[src/mcbmo_pkg.sv]
`timescale 1ns / 1ps
`default_nettype none
// ----------------------------------------------------------------------------
// mcbmo_pkg
// Shared types and constants of the batch median odometer.
// ----------------------------------------------------------------------------
package mcbmo_pkg;

  localparam int NumChan  = 5;
  localparam int IdW      = 8;
  localparam int ValW     = 8;
  localparam int SampW    = 9;
  localparam int DistW    = 20;
  localparam int KmW      = 32;
  localparam int CfgIdxW  = 8;
  localparam int CfgDataW = 20;

  localparam logic [DistW-1:0] AccMax = {DistW{1'b1}};

  typedef logic signed [SampW-1:0] sample_t;

  // configuration register indexes
  typedef enum logic [CfgIdxW-1:0] {
    REG_ID_US_CENTER     = 8'd0,
    REG_ID_US_SIDE       = 8'd1,
    REG_ID_IR_SIDE_FRONT = 8'd2,
    REG_ID_IR_SIDE_BACK  = 8'd3,
    REG_ID_IR_BACK       = 8'd4,
    REG_ID_ENCODER       = 8'd5,
    REG_KM_THRESHOLD     = 8'd6
  } reg_idx_e;

  // controller to datapath
  typedef struct packed {
    logic accept;   // input transfer this cycle
    logic load_out; // capture result into output register
  } dp_cmd_t;

  // datapath to controller
  typedef struct packed {
    logic frame_start; // current input item is a frame start
  } dp_status_t;

endpackage
`default_nettype wire

[src/mcbmo_if.sv]
`timescale 1ns / 1ps
`default_nettype none
// ----------------------------------------------------------------------------
// mcbmo_in_if / mcbmo_out_if / mcbmo_cfg_if
// Valid/ready channels of the batch median odometer.
// ----------------------------------------------------------------------------
interface mcbmo_in_if;
  logic                     valid;
  logic                     ready;
  logic                     kind;
  logic [mcbmo_pkg::IdW-1:0]  sensor_id;
  logic [mcbmo_pkg::ValW-1:0] reading;
  modport source (output valid, kind, sensor_id, reading, input ready);
  modport sink   (input valid, kind, sensor_id, reading, output ready);
endinterface

interface mcbmo_out_if;
  logic                        valid;
  logic                        ready;
  mcbmo_pkg::sample_t          median_us_center;
  mcbmo_pkg::sample_t          median_us_side;
  mcbmo_pkg::sample_t          median_ir_side_front;
  mcbmo_pkg::sample_t          median_ir_side_back;
  mcbmo_pkg::sample_t          median_ir_back;
  logic [mcbmo_pkg::DistW-1:0] distance_in_km;
  logic [mcbmo_pkg::KmW-1:0]   km_count;
  logic                        unknown_id;
  logic                        dropped_full;
  modport source (output valid, median_us_center, median_us_side, median_ir_side_front,
                  median_ir_side_back, median_ir_back, distance_in_km, km_count,
                  unknown_id, dropped_full, input ready);
  modport sink   (input valid, median_us_center, median_us_side, median_ir_side_front,
                  median_ir_side_back, median_ir_back, distance_in_km, km_count,
                  unknown_id, dropped_full, output ready);
endinterface

interface mcbmo_cfg_if;
  logic                           valid;
  logic                           ready;
  logic [mcbmo_pkg::CfgIdxW-1:0]  index;
  logic [mcbmo_pkg::CfgDataW-1:0] data;
  modport source (output valid, index, data, input ready);
  modport sink   (input valid, index, data, output ready);
endinterface
`default_nettype wire

[src/mcbmo_ctrl.sv]
`timescale 1ns / 1ps
`default_nettype none
// ----------------------------------------------------------------------------
// mcbmo_ctrl
// Sequencer: accept an item, then hand its medians to the output register.
// ----------------------------------------------------------------------------
module mcbmo_ctrl (
  input  wire logic                  clk_i,
  input  wire logic                  rst_ni,
  input  wire logic                  in_valid_i,
  output logic                       in_ready_o,
  output logic                       out_valid_o,
  input  wire logic                  out_ready_i,
  input  wire mcbmo_pkg::dp_status_t status_i,
  output mcbmo_pkg::dp_cmd_t         cmd_o
);
  import mcbmo_pkg::*;

  typedef enum logic {
    ST_IDLE,
    ST_MED
  } state_e;

  state_e state_q, state_d;
  logic   out_valid_q, out_valid_d;
  logic   out_free;

  assign out_free   = !out_valid_q || out_ready_i;
  assign in_ready_o = (state_q == ST_IDLE);
  assign out_valid_o = out_valid_q;

  assign cmd_o.accept   = in_valid_i && in_ready_o;
  assign cmd_o.load_out = (state_q == ST_MED) && out_free;

  // next state
  always_comb begin
    state_d     = state_q;
    out_valid_d = out_valid_q;
    if (out_valid_q && out_ready_i) out_valid_d = 1'b0;
    unique case (state_q)
      ST_IDLE: begin
        if (cmd_o.accept && !status_i.frame_start) state_d = ST_MED;
      end
      ST_MED: begin
        if (out_free) begin
          out_valid_d = 1'b1;
          state_d     = ST_IDLE;
        end
      end
      default: state_d = ST_IDLE;
    endcase
  end

  always_ff @(posedge clk_i or negedge rst_ni) begin
    if (!rst_ni) begin
      state_q     <= ST_IDLE;
      out_valid_q <= 1'b0;
    end else begin
      state_q     <= state_d;
      out_valid_q <= out_valid_d;
    end
  end

  // checks
  a_acc_idle: assert property (@(posedge clk_i) disable iff (!rst_ni)
    cmd_o.accept |-> state_q == ST_IDLE) else $error("accept outside idle");
  a_item_med: assert property (@(posedge clk_i) disable iff (!rst_ni)
    (cmd_o.accept && !status_i.frame_start) |=> state_q == ST_MED)
    else $error("reading did not reach median step");
  a_load_valid: assert property (@(posedge clk_i) disable iff (!rst_ni)
    cmd_o.load_out |=> out_valid_q) else $error("load without valid");
  a_frame_nores: assert property (@(posedge clk_i) disable iff (!rst_ni)
    (cmd_o.accept && status_i.frame_start) |=> state_q == ST_IDLE)
    else $error("frame start produced work");

endmodule
`default_nettype wire

[src/mcbmo_datapath.sv]
`timescale 1ns / 1ps
`default_nettype none
// ----------------------------------------------------------------------------
// mcbmo_datapath
// Config registers, sorted insert cells per channel, odometer, result register.
// ----------------------------------------------------------------------------
module mcbmo_datapath #(
  parameter int LIST_DEPTH = 32
) (
  input  wire logic                         clk_i,
  input  wire logic                         rst_ni,
  input  wire mcbmo_pkg::dp_cmd_t           cmd_i,
  output mcbmo_pkg::dp_status_t             status_o,
  input  wire logic                         cfg_we_i,
  input  wire logic [mcbmo_pkg::CfgIdxW-1:0]  cfg_idx_i,
  input  wire logic [mcbmo_pkg::CfgDataW-1:0] cfg_data_i,
  input  wire logic                         kind_i,
  input  wire logic [mcbmo_pkg::IdW-1:0]    sensor_id_i,
  input  wire logic [mcbmo_pkg::ValW-1:0]   reading_i,
  output mcbmo_pkg::sample_t                med_o [mcbmo_pkg::NumChan],
  output logic [mcbmo_pkg::DistW-1:0]       dist_o,
  output logic [mcbmo_pkg::KmW-1:0]         km_o,
  output logic                              unknown_o,
  output logic                              dropped_o
);
  import mcbmo_pkg::*;

  localparam int CW = $clog2(LIST_DEPTH + 1);
  localparam int IW = (LIST_DEPTH > 1) ? $clog2(LIST_DEPTH) : 1;
  localparam logic [CW-1:0] Full = CW'(LIST_DEPTH);

  // configuration registers
  logic [IdW-1:0]   id_q [NumChan];
  logic [IdW-1:0]   id_enc_q;
  logic [DistW-1:0] thr_q;

  always_ff @(posedge clk_i or negedge rst_ni) begin
    if (!rst_ni) begin
      id_q[0]  <= 8'd1;
      id_q[1]  <= 8'd2;
      id_q[2]  <= 8'd3;
      id_q[3]  <= 8'd4;
      id_q[4]  <= 8'd5;
      id_enc_q <= 8'd6;
      thr_q    <= 20'd100000;
    end else if (cfg_we_i) begin
      unique case (cfg_idx_i)
        REG_ID_US_CENTER:     id_q[0]  <= cfg_data_i[IdW-1:0];
        REG_ID_US_SIDE:       id_q[1]  <= cfg_data_i[IdW-1:0];
        REG_ID_IR_SIDE_FRONT: id_q[2]  <= cfg_data_i[IdW-1:0];
        REG_ID_IR_SIDE_BACK:  id_q[3]  <= cfg_data_i[IdW-1:0];
        REG_ID_IR_BACK:       id_q[4]  <= cfg_data_i[IdW-1:0];
        REG_ID_ENCODER:       id_enc_q <= cfg_data_i[IdW-1:0];
        REG_KM_THRESHOLD:     thr_q    <= cfg_data_i[DistW-1:0];
        default: ;
      endcase
    end
  end

  assign status_o.frame_start = kind_i;

  // channel decode
  logic [NumChan-1:0] hit;
  logic               hit_enc, ir_hit, ir_ok;
  logic [NumChan-1:0] sel;
  logic               odo_en, unknown_d;
  sample_t            samp;

  always_comb begin
    for (int c = 0; c < NumChan; c++) hit[c] = (sensor_id_i == id_q[c]);
    hit_enc   = (sensor_id_i == id_enc_q);
    ir_hit    = hit[2] || hit[3] || hit[4];
    ir_ok     = (reading_i > 8'd2) || (reading_i == 8'd0);
    sel       = '0;
    odo_en    = 1'b0;
    unknown_d = 1'b0;
    priority if (hit[0] || hit[1]) begin
      sel[0] = hit[0];
      sel[1] = !hit[0];
    end else if (ir_hit && ir_ok) begin
      priority if (hit[2]) sel[2] = 1'b1;
      else if (hit[3])     sel[3] = 1'b1;
      else                 sel[4] = 1'b1;
    end else if (hit_enc) begin
      odo_en = 1'b1;
    end else if (!ir_hit) begin
      unknown_d = 1'b1;
    end
    samp = (reading_i == 8'd0) ? -9'sd1 : sample_t'({1'b0, reading_i});
  end

  // per-channel sorted lists built from insert cells
  sample_t           list_q [NumChan][LIST_DEPTH];
  logic [CW-1:0]     cnt_q  [NumChan];
  logic [NumChan-1:0] full, ins;
  logic              run;

  assign run = cmd_i.accept && !kind_i;

  for (genvar c = 0; c < NumChan; c++) begin : g_ch
    assign full[c] = (cnt_q[c] >= Full);
    assign ins[c]  = run && sel[c] && !full[c];

    for (genvar i = 0; i < LIST_DEPTH; i++) begin : g_cell
      logic    keep;
      sample_t nxt;
      assign keep = (CW'(i) < cnt_q[c]) && (list_q[c][i] <= samp);
      if (i == 0) begin : g_first
        assign nxt = keep ? list_q[c][i] : samp;
      end else begin : g_rest
        logic prev_le;
        assign prev_le = (CW'(i - 1) < cnt_q[c]) && (list_q[c][i-1] <= samp);
        assign nxt     = keep ? list_q[c][i] : (prev_le ? samp : list_q[c][i-1]);
      end
      always_ff @(posedge clk_i) begin
        if (ins[c]) list_q[c][i] <= nxt;
      end
    end

    always_ff @(posedge clk_i or negedge rst_ni) begin
      if (!rst_ni) begin
        cnt_q[c] <= '0;
      end else if (cmd_i.accept && kind_i) begin
        cnt_q[c] <= '0;
      end else if (ins[c]) begin
        cnt_q[c] <= cnt_q[c] + CW'(1);
      end
    end
  end

  // odometer: one add, one compare and subtract, saturate
  logic [DistW-1:0] acc_q;
  logic [KmW-1:0]   km_q;
  logic [DistW:0]   sum, sub;
  logic             roll;

  always_comb begin
    sum  = {1'b0, acc_q} + {{(DistW + 1 - ValW){1'b0}}, reading_i};
    roll = (sum >= {1'b0, thr_q});
    sub  = roll ? (sum - {1'b0, thr_q}) : sum;
  end

  always_ff @(posedge clk_i or negedge rst_ni) begin
    if (!rst_ni) begin
      acc_q <= '0;
      km_q  <= '0;
    end else if (run && odo_en) begin
      acc_q <= sub[DistW] ? AccMax : sub[DistW-1:0];
      if (roll) km_q <= km_q + KmW'(1);
    end
  end

  // flags of the item in flight
  logic unk_q, drop_q;
  always_ff @(posedge clk_i) begin
    if (run) begin
      unk_q  <= unknown_d;
      drop_q <= |(sel & full);
    end
  end

  // result register: upper median of each list
  always_ff @(posedge clk_i) begin
    if (cmd_i.load_out) begin
      for (int c = 0; c < NumChan; c++) begin
        logic [CW-1:0] half;
        half = cnt_q[c] >> 1;
        med_o[c] <= (cnt_q[c] == '0) ? '0 : list_q[c][half[IW-1:0]];
      end
      dist_o    <= acc_q;
      km_o      <= km_q;
      unknown_o <= unk_q;
      dropped_o <= drop_q;
    end
  end

endmodule
`default_nettype wire

[src/multi_channel_batch_median_odometer.sv]
`timescale 1ns / 1ps
`default_nettype none
// ----------------------------------------------------------------------------
// multi_channel_batch_median_odometer
// Frame-based per-channel median filter with wheel odometer.
// ----------------------------------------------------------------------------
// Channels: in_i takes items (kind, sensor_id, reading); out_o delivers one
// result per sensor reading; cfg_i writes the id and threshold registers
// (index 0..6, higher indexes ignored, always ready).
// An item is taken in the cycle of its transfer: the matching list gets the
// value through a row of insert cells and the odometer adds in that edge.
// The median step of the sequencer then loads the upper medians into the
// output register once it is free; a new item is taken only after that
// load; accept and median steps alternate. A frame start gives no result.
// The block accepts the next item while a result waits; if the receiver
// stalls, that next item's result holds in the median step until the
// output register frees, and no further item is taken meanwhile.
// Reset clears list counts, distance and kilometre count and loads the
// register defaults; list contents need no clearing.
// ----------------------------------------------------------------------------
module multi_channel_batch_median_odometer #(
  parameter int LIST_DEPTH = 32
) (
  input wire logic clk_i,
  input wire logic rst_ni,
  mcbmo_in_if.sink    in_i,
  mcbmo_out_if.source out_o,
  mcbmo_cfg_if.sink   cfg_i
);
  import mcbmo_pkg::*;

  dp_cmd_t    cmd;
  dp_status_t status;
  sample_t    med [NumChan];

  assign cfg_i.ready = 1'b1;

  mcbmo_ctrl u_ctrl (
    .clk_i       (clk_i),
    .rst_ni      (rst_ni),
    .in_valid_i  (in_i.valid),
    .in_ready_o  (in_i.ready),
    .out_valid_o (out_o.valid),
    .out_ready_i (out_o.ready),
    .status_i    (status),
    .cmd_o       (cmd)
  );

  mcbmo_datapath #(.LIST_DEPTH(LIST_DEPTH)) u_dp (
    .clk_i       (clk_i),
    .rst_ni      (rst_ni),
    .cmd_i       (cmd),
    .status_o    (status),
    .cfg_we_i    (cfg_i.valid),
    .cfg_idx_i   (cfg_i.index),
    .cfg_data_i  (cfg_i.data),
    .kind_i      (in_i.kind),
    .sensor_id_i (in_i.sensor_id),
    .reading_i   (in_i.reading),
    .med_o       (med),
    .dist_o      (out_o.distance_in_km),
    .km_o        (out_o.km_count),
    .unknown_o   (out_o.unknown_id),
    .dropped_o   (out_o.dropped_full)
  );

  assign out_o.median_us_center     = med[0];
  assign out_o.median_us_side       = med[1];
  assign out_o.median_ir_side_front = med[2];
  assign out_o.median_ir_side_back  = med[3];
  assign out_o.median_ir_back       = med[4];

endmodule
`default_nettype wire
[src/flat_wrapper.sv]
// flat-port wrapper written by rule: the top's interface ports become plain ports
module multi_channel_batch_median_odometer_flat import mcbmo_pkg::*;
#(
  parameter int LIST_DEPTH = 32
)
  (clk_i, rst_ni, in_i_valid, in_i_kind, in_i_sensor_id, in_i_reading, in_i_ready, out_o_valid, out_o_median_us_center, out_o_median_us_side, out_o_median_ir_side_front, out_o_median_ir_side_back, out_o_median_ir_back, out_o_distance_in_km, out_o_km_count, out_o_unknown_id, out_o_dropped_full, out_o_ready, cfg_i_valid, cfg_i_index, cfg_i_data, cfg_i_ready);
  mcbmo_in_if in_i_i ();
  mcbmo_out_if out_o_i ();
  mcbmo_cfg_if cfg_i_i ();
  input wire logic clk_i;
  input wire logic rst_ni;
  input wire logic [$bits(in_i_i.valid)-1:0] in_i_valid;
  input wire logic [$bits(in_i_i.kind)-1:0] in_i_kind;
  input wire logic [$bits(in_i_i.sensor_id)-1:0] in_i_sensor_id;
  input wire logic [$bits(in_i_i.reading)-1:0] in_i_reading;
  output wire logic [$bits(in_i_i.ready)-1:0] in_i_ready;
  output wire logic [$bits(out_o_i.valid)-1:0] out_o_valid;
  output wire logic [$bits(out_o_i.median_us_center)-1:0] out_o_median_us_center;
  output wire logic [$bits(out_o_i.median_us_side)-1:0] out_o_median_us_side;
  output wire logic [$bits(out_o_i.median_ir_side_front)-1:0] out_o_median_ir_side_front;
  output wire logic [$bits(out_o_i.median_ir_side_back)-1:0] out_o_median_ir_side_back;
  output wire logic [$bits(out_o_i.median_ir_back)-1:0] out_o_median_ir_back;
  output wire logic [$bits(out_o_i.distance_in_km)-1:0] out_o_distance_in_km;
  output wire logic [$bits(out_o_i.km_count)-1:0] out_o_km_count;
  output wire logic [$bits(out_o_i.unknown_id)-1:0] out_o_unknown_id;
  output wire logic [$bits(out_o_i.dropped_full)-1:0] out_o_dropped_full;
  input wire logic [$bits(out_o_i.ready)-1:0] out_o_ready;
  input wire logic [$bits(cfg_i_i.valid)-1:0] cfg_i_valid;
  input wire logic [$bits(cfg_i_i.index)-1:0] cfg_i_index;
  input wire logic [$bits(cfg_i_i.data)-1:0] cfg_i_data;
  output wire logic [$bits(cfg_i_i.ready)-1:0] cfg_i_ready;
  assign in_i_i.valid = in_i_valid;
  assign in_i_i.kind = in_i_kind;
  assign in_i_i.sensor_id = in_i_sensor_id;
  assign in_i_i.reading = in_i_reading;
  assign in_i_ready = in_i_i.ready;
  assign out_o_valid = out_o_i.valid;
  assign out_o_median_us_center = out_o_i.median_us_center;
  assign out_o_median_us_side = out_o_i.median_us_side;
  assign out_o_median_ir_side_front = out_o_i.median_ir_side_front;
  assign out_o_median_ir_side_back = out_o_i.median_ir_side_back;
  assign out_o_median_ir_back = out_o_i.median_ir_back;
  assign out_o_distance_in_km = out_o_i.distance_in_km;
  assign out_o_km_count = out_o_i.km_count;
  assign out_o_unknown_id = out_o_i.unknown_id;
  assign out_o_dropped_full = out_o_i.dropped_full;
  assign out_o_i.ready = out_o_ready;
  assign cfg_i_i.valid = cfg_i_valid;
  assign cfg_i_i.index = cfg_i_index;
  assign cfg_i_i.data = cfg_i_data;
  assign cfg_i_ready = cfg_i_i.ready;
  multi_channel_batch_median_odometer #(.LIST_DEPTH(LIST_DEPTH)) u_core (.clk_i(clk_i), .rst_ni(rst_ni), .in_i(in_i_i), .out_o(out_o_i), .cfg_i(cfg_i_i));
endmodule
[config.mk]
export PLATFORM = sky130hd
export DESIGN_NAME = multi_channel_batch_median_odometer_flat
export DESIGN_NICKNAME = d
export VERILOG_FILES = /design/src/mcbmo_pkg.sv /design/src/mcbmo_if.sv /design/src/mcbmo_ctrl.sv /design/src/mcbmo_datapath.sv /design/src/multi_channel_batch_median_odometer.sv /design/src/flat_wrapper.sv
export SDC_FILE = /design/constraint.sdc
export NUM_CORES = 2
export LEC_CHECK = 0
export BUFFER_PORTS_ARGS = -buffer_cell sky130_fd_sc_hd__buf_2
export CELL_PAD_IN_SITES_DETAIL_PLACEMENT = 1
export CELL_PAD_IN_SITES_GLOBAL_PLACEMENT = 2
export CORE_UTILIZATION = 47
export DETAILED_ROUTE_END_ITERATION = 12
export GPL_TIMING_DRIVEN = 0
export PLACE_DENSITY = 0.79
export RECOVER_POWER = 50
export SYNTH_ARGS = -nofsm -noshare
export SYNTH_HDL_FRONTEND = slang
export SYNTH_SLANG_ARGS = --single-unit
[constraint.sdc]
create_clock -name clk_i -period 6 [get_ports clk_i]
set_input_delay 0.9 -clock clk_i [delete_from_list [all_inputs] [get_ports clk_i]]
set_output_delay 0.9 -clock clk_i [all_outputs]
set_load 0.005 [all_outputs]
==> run metrics <==
maximum number of pins on one net before global-route repair=100; antenna-violating nets left=0; placement-stage cell area=125000 um^2; post-synthesis async set-or-reset flop share=0.0898; post-synth cell types=88; floorplan die width=500 um; R2R Path End=u_core.u_dp.km_q[26]; number of synthesized register bits=1693; result of the run=complete, but fails checks; largest fanout on the critical path=82; syn_area_per_cell=13.0 um^2; Mapped Nets=10400; hold depth=2; overall track demand over capacity in global routing=0.362; Layout Nets=10900; maximum resistive drop on vdd=266 uV; commonest cells in the synthesized netlist=sky130_fd_sc_hd__edfxtp_1, sky130_fd_sc_hd__mux2_2, sky130_fd_sc_hd__ha_1, sky130_fd_sc_hd__mux4_2, sky130_fd_sc_hd__a21oi_1; final period utilization=0.980; PD cells=210 nW/um^2; class of the tightest hold or removal check=in2reg; hold slack final=0.240 ns; row count=182; headroom to the max-slew limit=-2.35; count of buffers inserted at the top-level ports=142; number of antenna violations at the first check in global routing=33; Post-Route Skew=0.0342 ns; sort of element at the start of the critical path=input pin; shortest period the worst path allows=5.88 ns; setup violators final=0; root cell of the clock tree=sky130_fd_sc_hd__clkbuf_16; post-route cell area=131000 um^2; Longest Clk Path Bufs=3; Filler cells=24500; H-tree lvl count=4; startpoint-to-endpoint class of the critical path=in2reg; first-pass GRT wire length=654000 um; post-DR vias/cell=6.84; detailed-route wire length=460000 um; area of the placeable core=246000 um^2; clock slew seen by the registers of the worst setup and hold paths=0.06 ns; arrival time worst endpoint=6.42 ns; Multi-input gate area=65400 um^2; die area=250000 um^2; Routed WL per cell=35.6 um; Worst-Skew Late Latency=0.91 ns; fraction of synthesized cell area taken by the top area cell type=0.397; critical path endpoint category=flop; Initial DRC Count=9795; vias=88300; leakage power figure=49.2 nW; most common cell in the synthesized netlist=sky130_fd_sc_hd__edfxtp_1; Reg-to-Reg Start=u_core.u_dp.acc_q[0]; clock sink count=1693; cells taking the most area after synthesis=sky130_fd_sc_hd__edfxtp_1, sky130_fd_sc_hd__ha_1, sky130_fd_sc_hd__mux2_2; combined flip-flop and latch cell area=50100 um^2; post-synthesis instance area=117000 um^2; Slew @ Worst Pin=5.03 ns; Area growth syn-to-layout=12.7%; violated checks=capacitance limit, slew limit; effective utilization at floorplan=0.474; yosys synthesis warning count=0; vias in the first global route=90300; sequential-to-total area share from yosys stat=0.429; number of max-slew violations in the final report=357; start point of the worst min-delay path=cfg_i_data[11]; required time reported for the critical path endpoint=6.54 ns; share of post-route cells with drive strength above 1=0.280; boundary pin count=152; drt pass-1 iters=6; depth of the worst register-to-register path=19; CTS tree=done; fmax=170 MHz; dominant register cell in the synthesized netlist=sky130_fd_sc_hd__edfxtp_1; count of final hold-check violations=0; Placer Congestion=0.954; post-DP HPWL=330000 um; Tot Pwr=0.0276 W; most area-hungry cell type in the Yosys netlist=sky130_fd_sc_hd__edfxtp_1; number of max-cap violations=12; FF-to-FF setup slack=0.37 ns; number of instances in the synthesized netlist=8958; final routed DRC violation total=0; global route total overflow=0; number of flops mapped to enable cells by yosys=1541; Fin Setup TNS=0 ns; number of buffers added by the clock tree synthesis step=196; floorplan die height=500 um; Worst Hold Endpoint=u_core.u_dp.thr_q[11]
==> report_power, final <==
| part | leakage [nW] | internal [W] | switching [W] |
|---|---|---|---|
| Combinational | 30.2 | 0.000835 | 0.00167 |
| Sequential | 15.9 | 0.0128 | 0.0000474 |
| Clock | 3.09 | 0.00680 | 0.00544 |
| Total | 49.2 | 0.0204 | 0.00716 |
==> area by class of cell <==
| cell class | count | share of cell area |
|---|---|---|
| Clock buffer | 238 | 0.0395 |
| Tap cell | 3312 | 0.0315 |
| Sequential cell | 1693 | 0.381 |
| Antenna cell | 18 | 0.000343 |
| Clock inverter | 130 | 0.00887 |
| Inverter | 247 | 0.00720 |
| Timing Repair Buffer | 256 | 0.0177 |
| Multi-Input combinational cell | 6607 | 0.498 |
| Buffer | 410 | 0.0162 |
==> per-stage QoR <==
step,worst slack [ns],cells,util
after detailed placement,-2.19,12500,0.507
final,0.123,12900,0.534
after global placement,-7.33,12400,0.501
after floorplan,-0.758,8958,-
after global routing,-0.0291,12900,0.534
after CTS,-0.00830,12900,0.534
==> registers in the layout, indices dropped and copies added, names as in the netlist <==
signal                     flops
u_core.u_dp.list_q          1440
u_core.u_dp.drop_q             1
u_core.u_ctrl.out_valid_o      1
u_core.u_dp.id_enc_q           8
u_core.u_ctrl.state_q          1
u_core.u_dp.dist_o            20
u_core.u_dp.km_q              32
u_core.u_dp.acc_q             20
u_core.u_dp.thr_q             20
u_core.u_dp.unknown_o          1
u_core.u_dp.dropped_o          1
u_core.u_dp.med_o             45
u_core.u_dp.id_q              40
u_core.u_dp.km_o              32
u_core.u_dp.unk_q              1
u_core.u_dp.cnt_q             30
==> routing by layer <==
metal | track usage | wire length [um]
met1 | 0.487 | 185000
met2 | 0.568 | 208000
met3 | 0.0698 | 44300
met4 | 0.158 | 22700
met5 | 0 | 10
==> cell families after synthesis <==
group / after synthesis / share of synthesized area
fa+ha+maj: 1436 / 0.154
flops: 1693 / 0.429
buf+inv: 658 / 0.0224
simple gates: 1650 / 0.0731
xor+xnor: 128 / 0.00961
mux: 1956 / 0.232
other cells: 1 / 0.0000321
compound gates: 1436 / 0.0796
==> timing repair <==
item,4_1_cts,5_1_grt
resized for setup,19,16
hold buffers,1,0
endpoints found under the hold margin,29,0
cloned,1,1
setup endpoints to repair,2790,1100
pin swaps,6,7
setup buffers,18,27
==> placed cells by master (no fill, tap or decap), drive strengths merged, types with 41 or more instances in the layout <==
master   Yosys  layout
a2111oi     68      68
a21oi      450     450
a31oi       44      44
and2        61      61
buf        133     312
clkbuf     278     591
clkinv       2      97
dfrtp      137     137
edfxtp    1541    1541
ha        1434    1434
inv        245     247
mux2      1465    1465
mux2i       41      41
mux4       450     450
nand2      297     297
nand2b     139     139
nand4      313     313
nor2       369     369
nor2b      161     161
nor3       158     158
o211ai      42      42
o21a       124     124
o21ai      429     429
o31a        58      58
or3         50      50
xnor2       44      44
xor2        84      84
==> worst max path at each step <==
stage	from	end	slack (ns)	cells after the start
6_report	in_i_reading[4]	u_core.u_dp.list_q[2][203]	0.12	19
5_1_grt	in_i_reading[4]	u_core.u_dp.list_q[4][55]	-0.03	19
4_1_cts	in_i_reading[4]	u_core.u_dp.list_q[3][45]	-0.008	19
3_5_place_dp	in_i_reading[4]	u_core.u_dp.list_q[0][50]	-2.19	18
3_3_place_gp	in_i_reading[4]	u_core.u_dp.list_q[0][63]	-7.33	17
2_1_floorplan	in_i_reading[4]	u_core.u_dp.list_q[2][100]	-0.76	17
==> critical path, stage by stage <==
cell and delay, ns:
sky130_fd_sc_hd__buf_2 0.15, sky130_fd_sc_hd__nor4_4 0.30, sky130_fd_sc_hd__nand2_1 0.08, sky130_fd_sc_hd__or3_4 0.41, sky130_fd_sc_hd__clkbuf_16 0.47, sky130_fd_sc_hd__nand2b_4 0.30
sky130_fd_sc_hd__clkbuf_2 0.51, sky130_fd_sc_hd__buf_6 0.42, sky130_fd_sc_hd__clkinvlp_4 0.18, sky130_fd_sc_hd__buf_4 0.17, sky130_fd_sc_hd__buf_4 0.14, sky130_fd_sc_hd__buf_12 0.16
sky130_fd_sc_hd__buf_12 0.18, sky130_fd_sc_hd__ha_1 0.31, sky130_fd_sc_hd__nand2_1 0.05, sky130_fd_sc_hd__o21ai_0 0.14, sky130_fd_sc_hd__a2111oi_0 0.14, sky130_fd_sc_hd__o31ai_2 0.78
sky130_fd_sc_hd__and2_1 0.51
No activity file was read; power rests on OpenSTA's default activity.
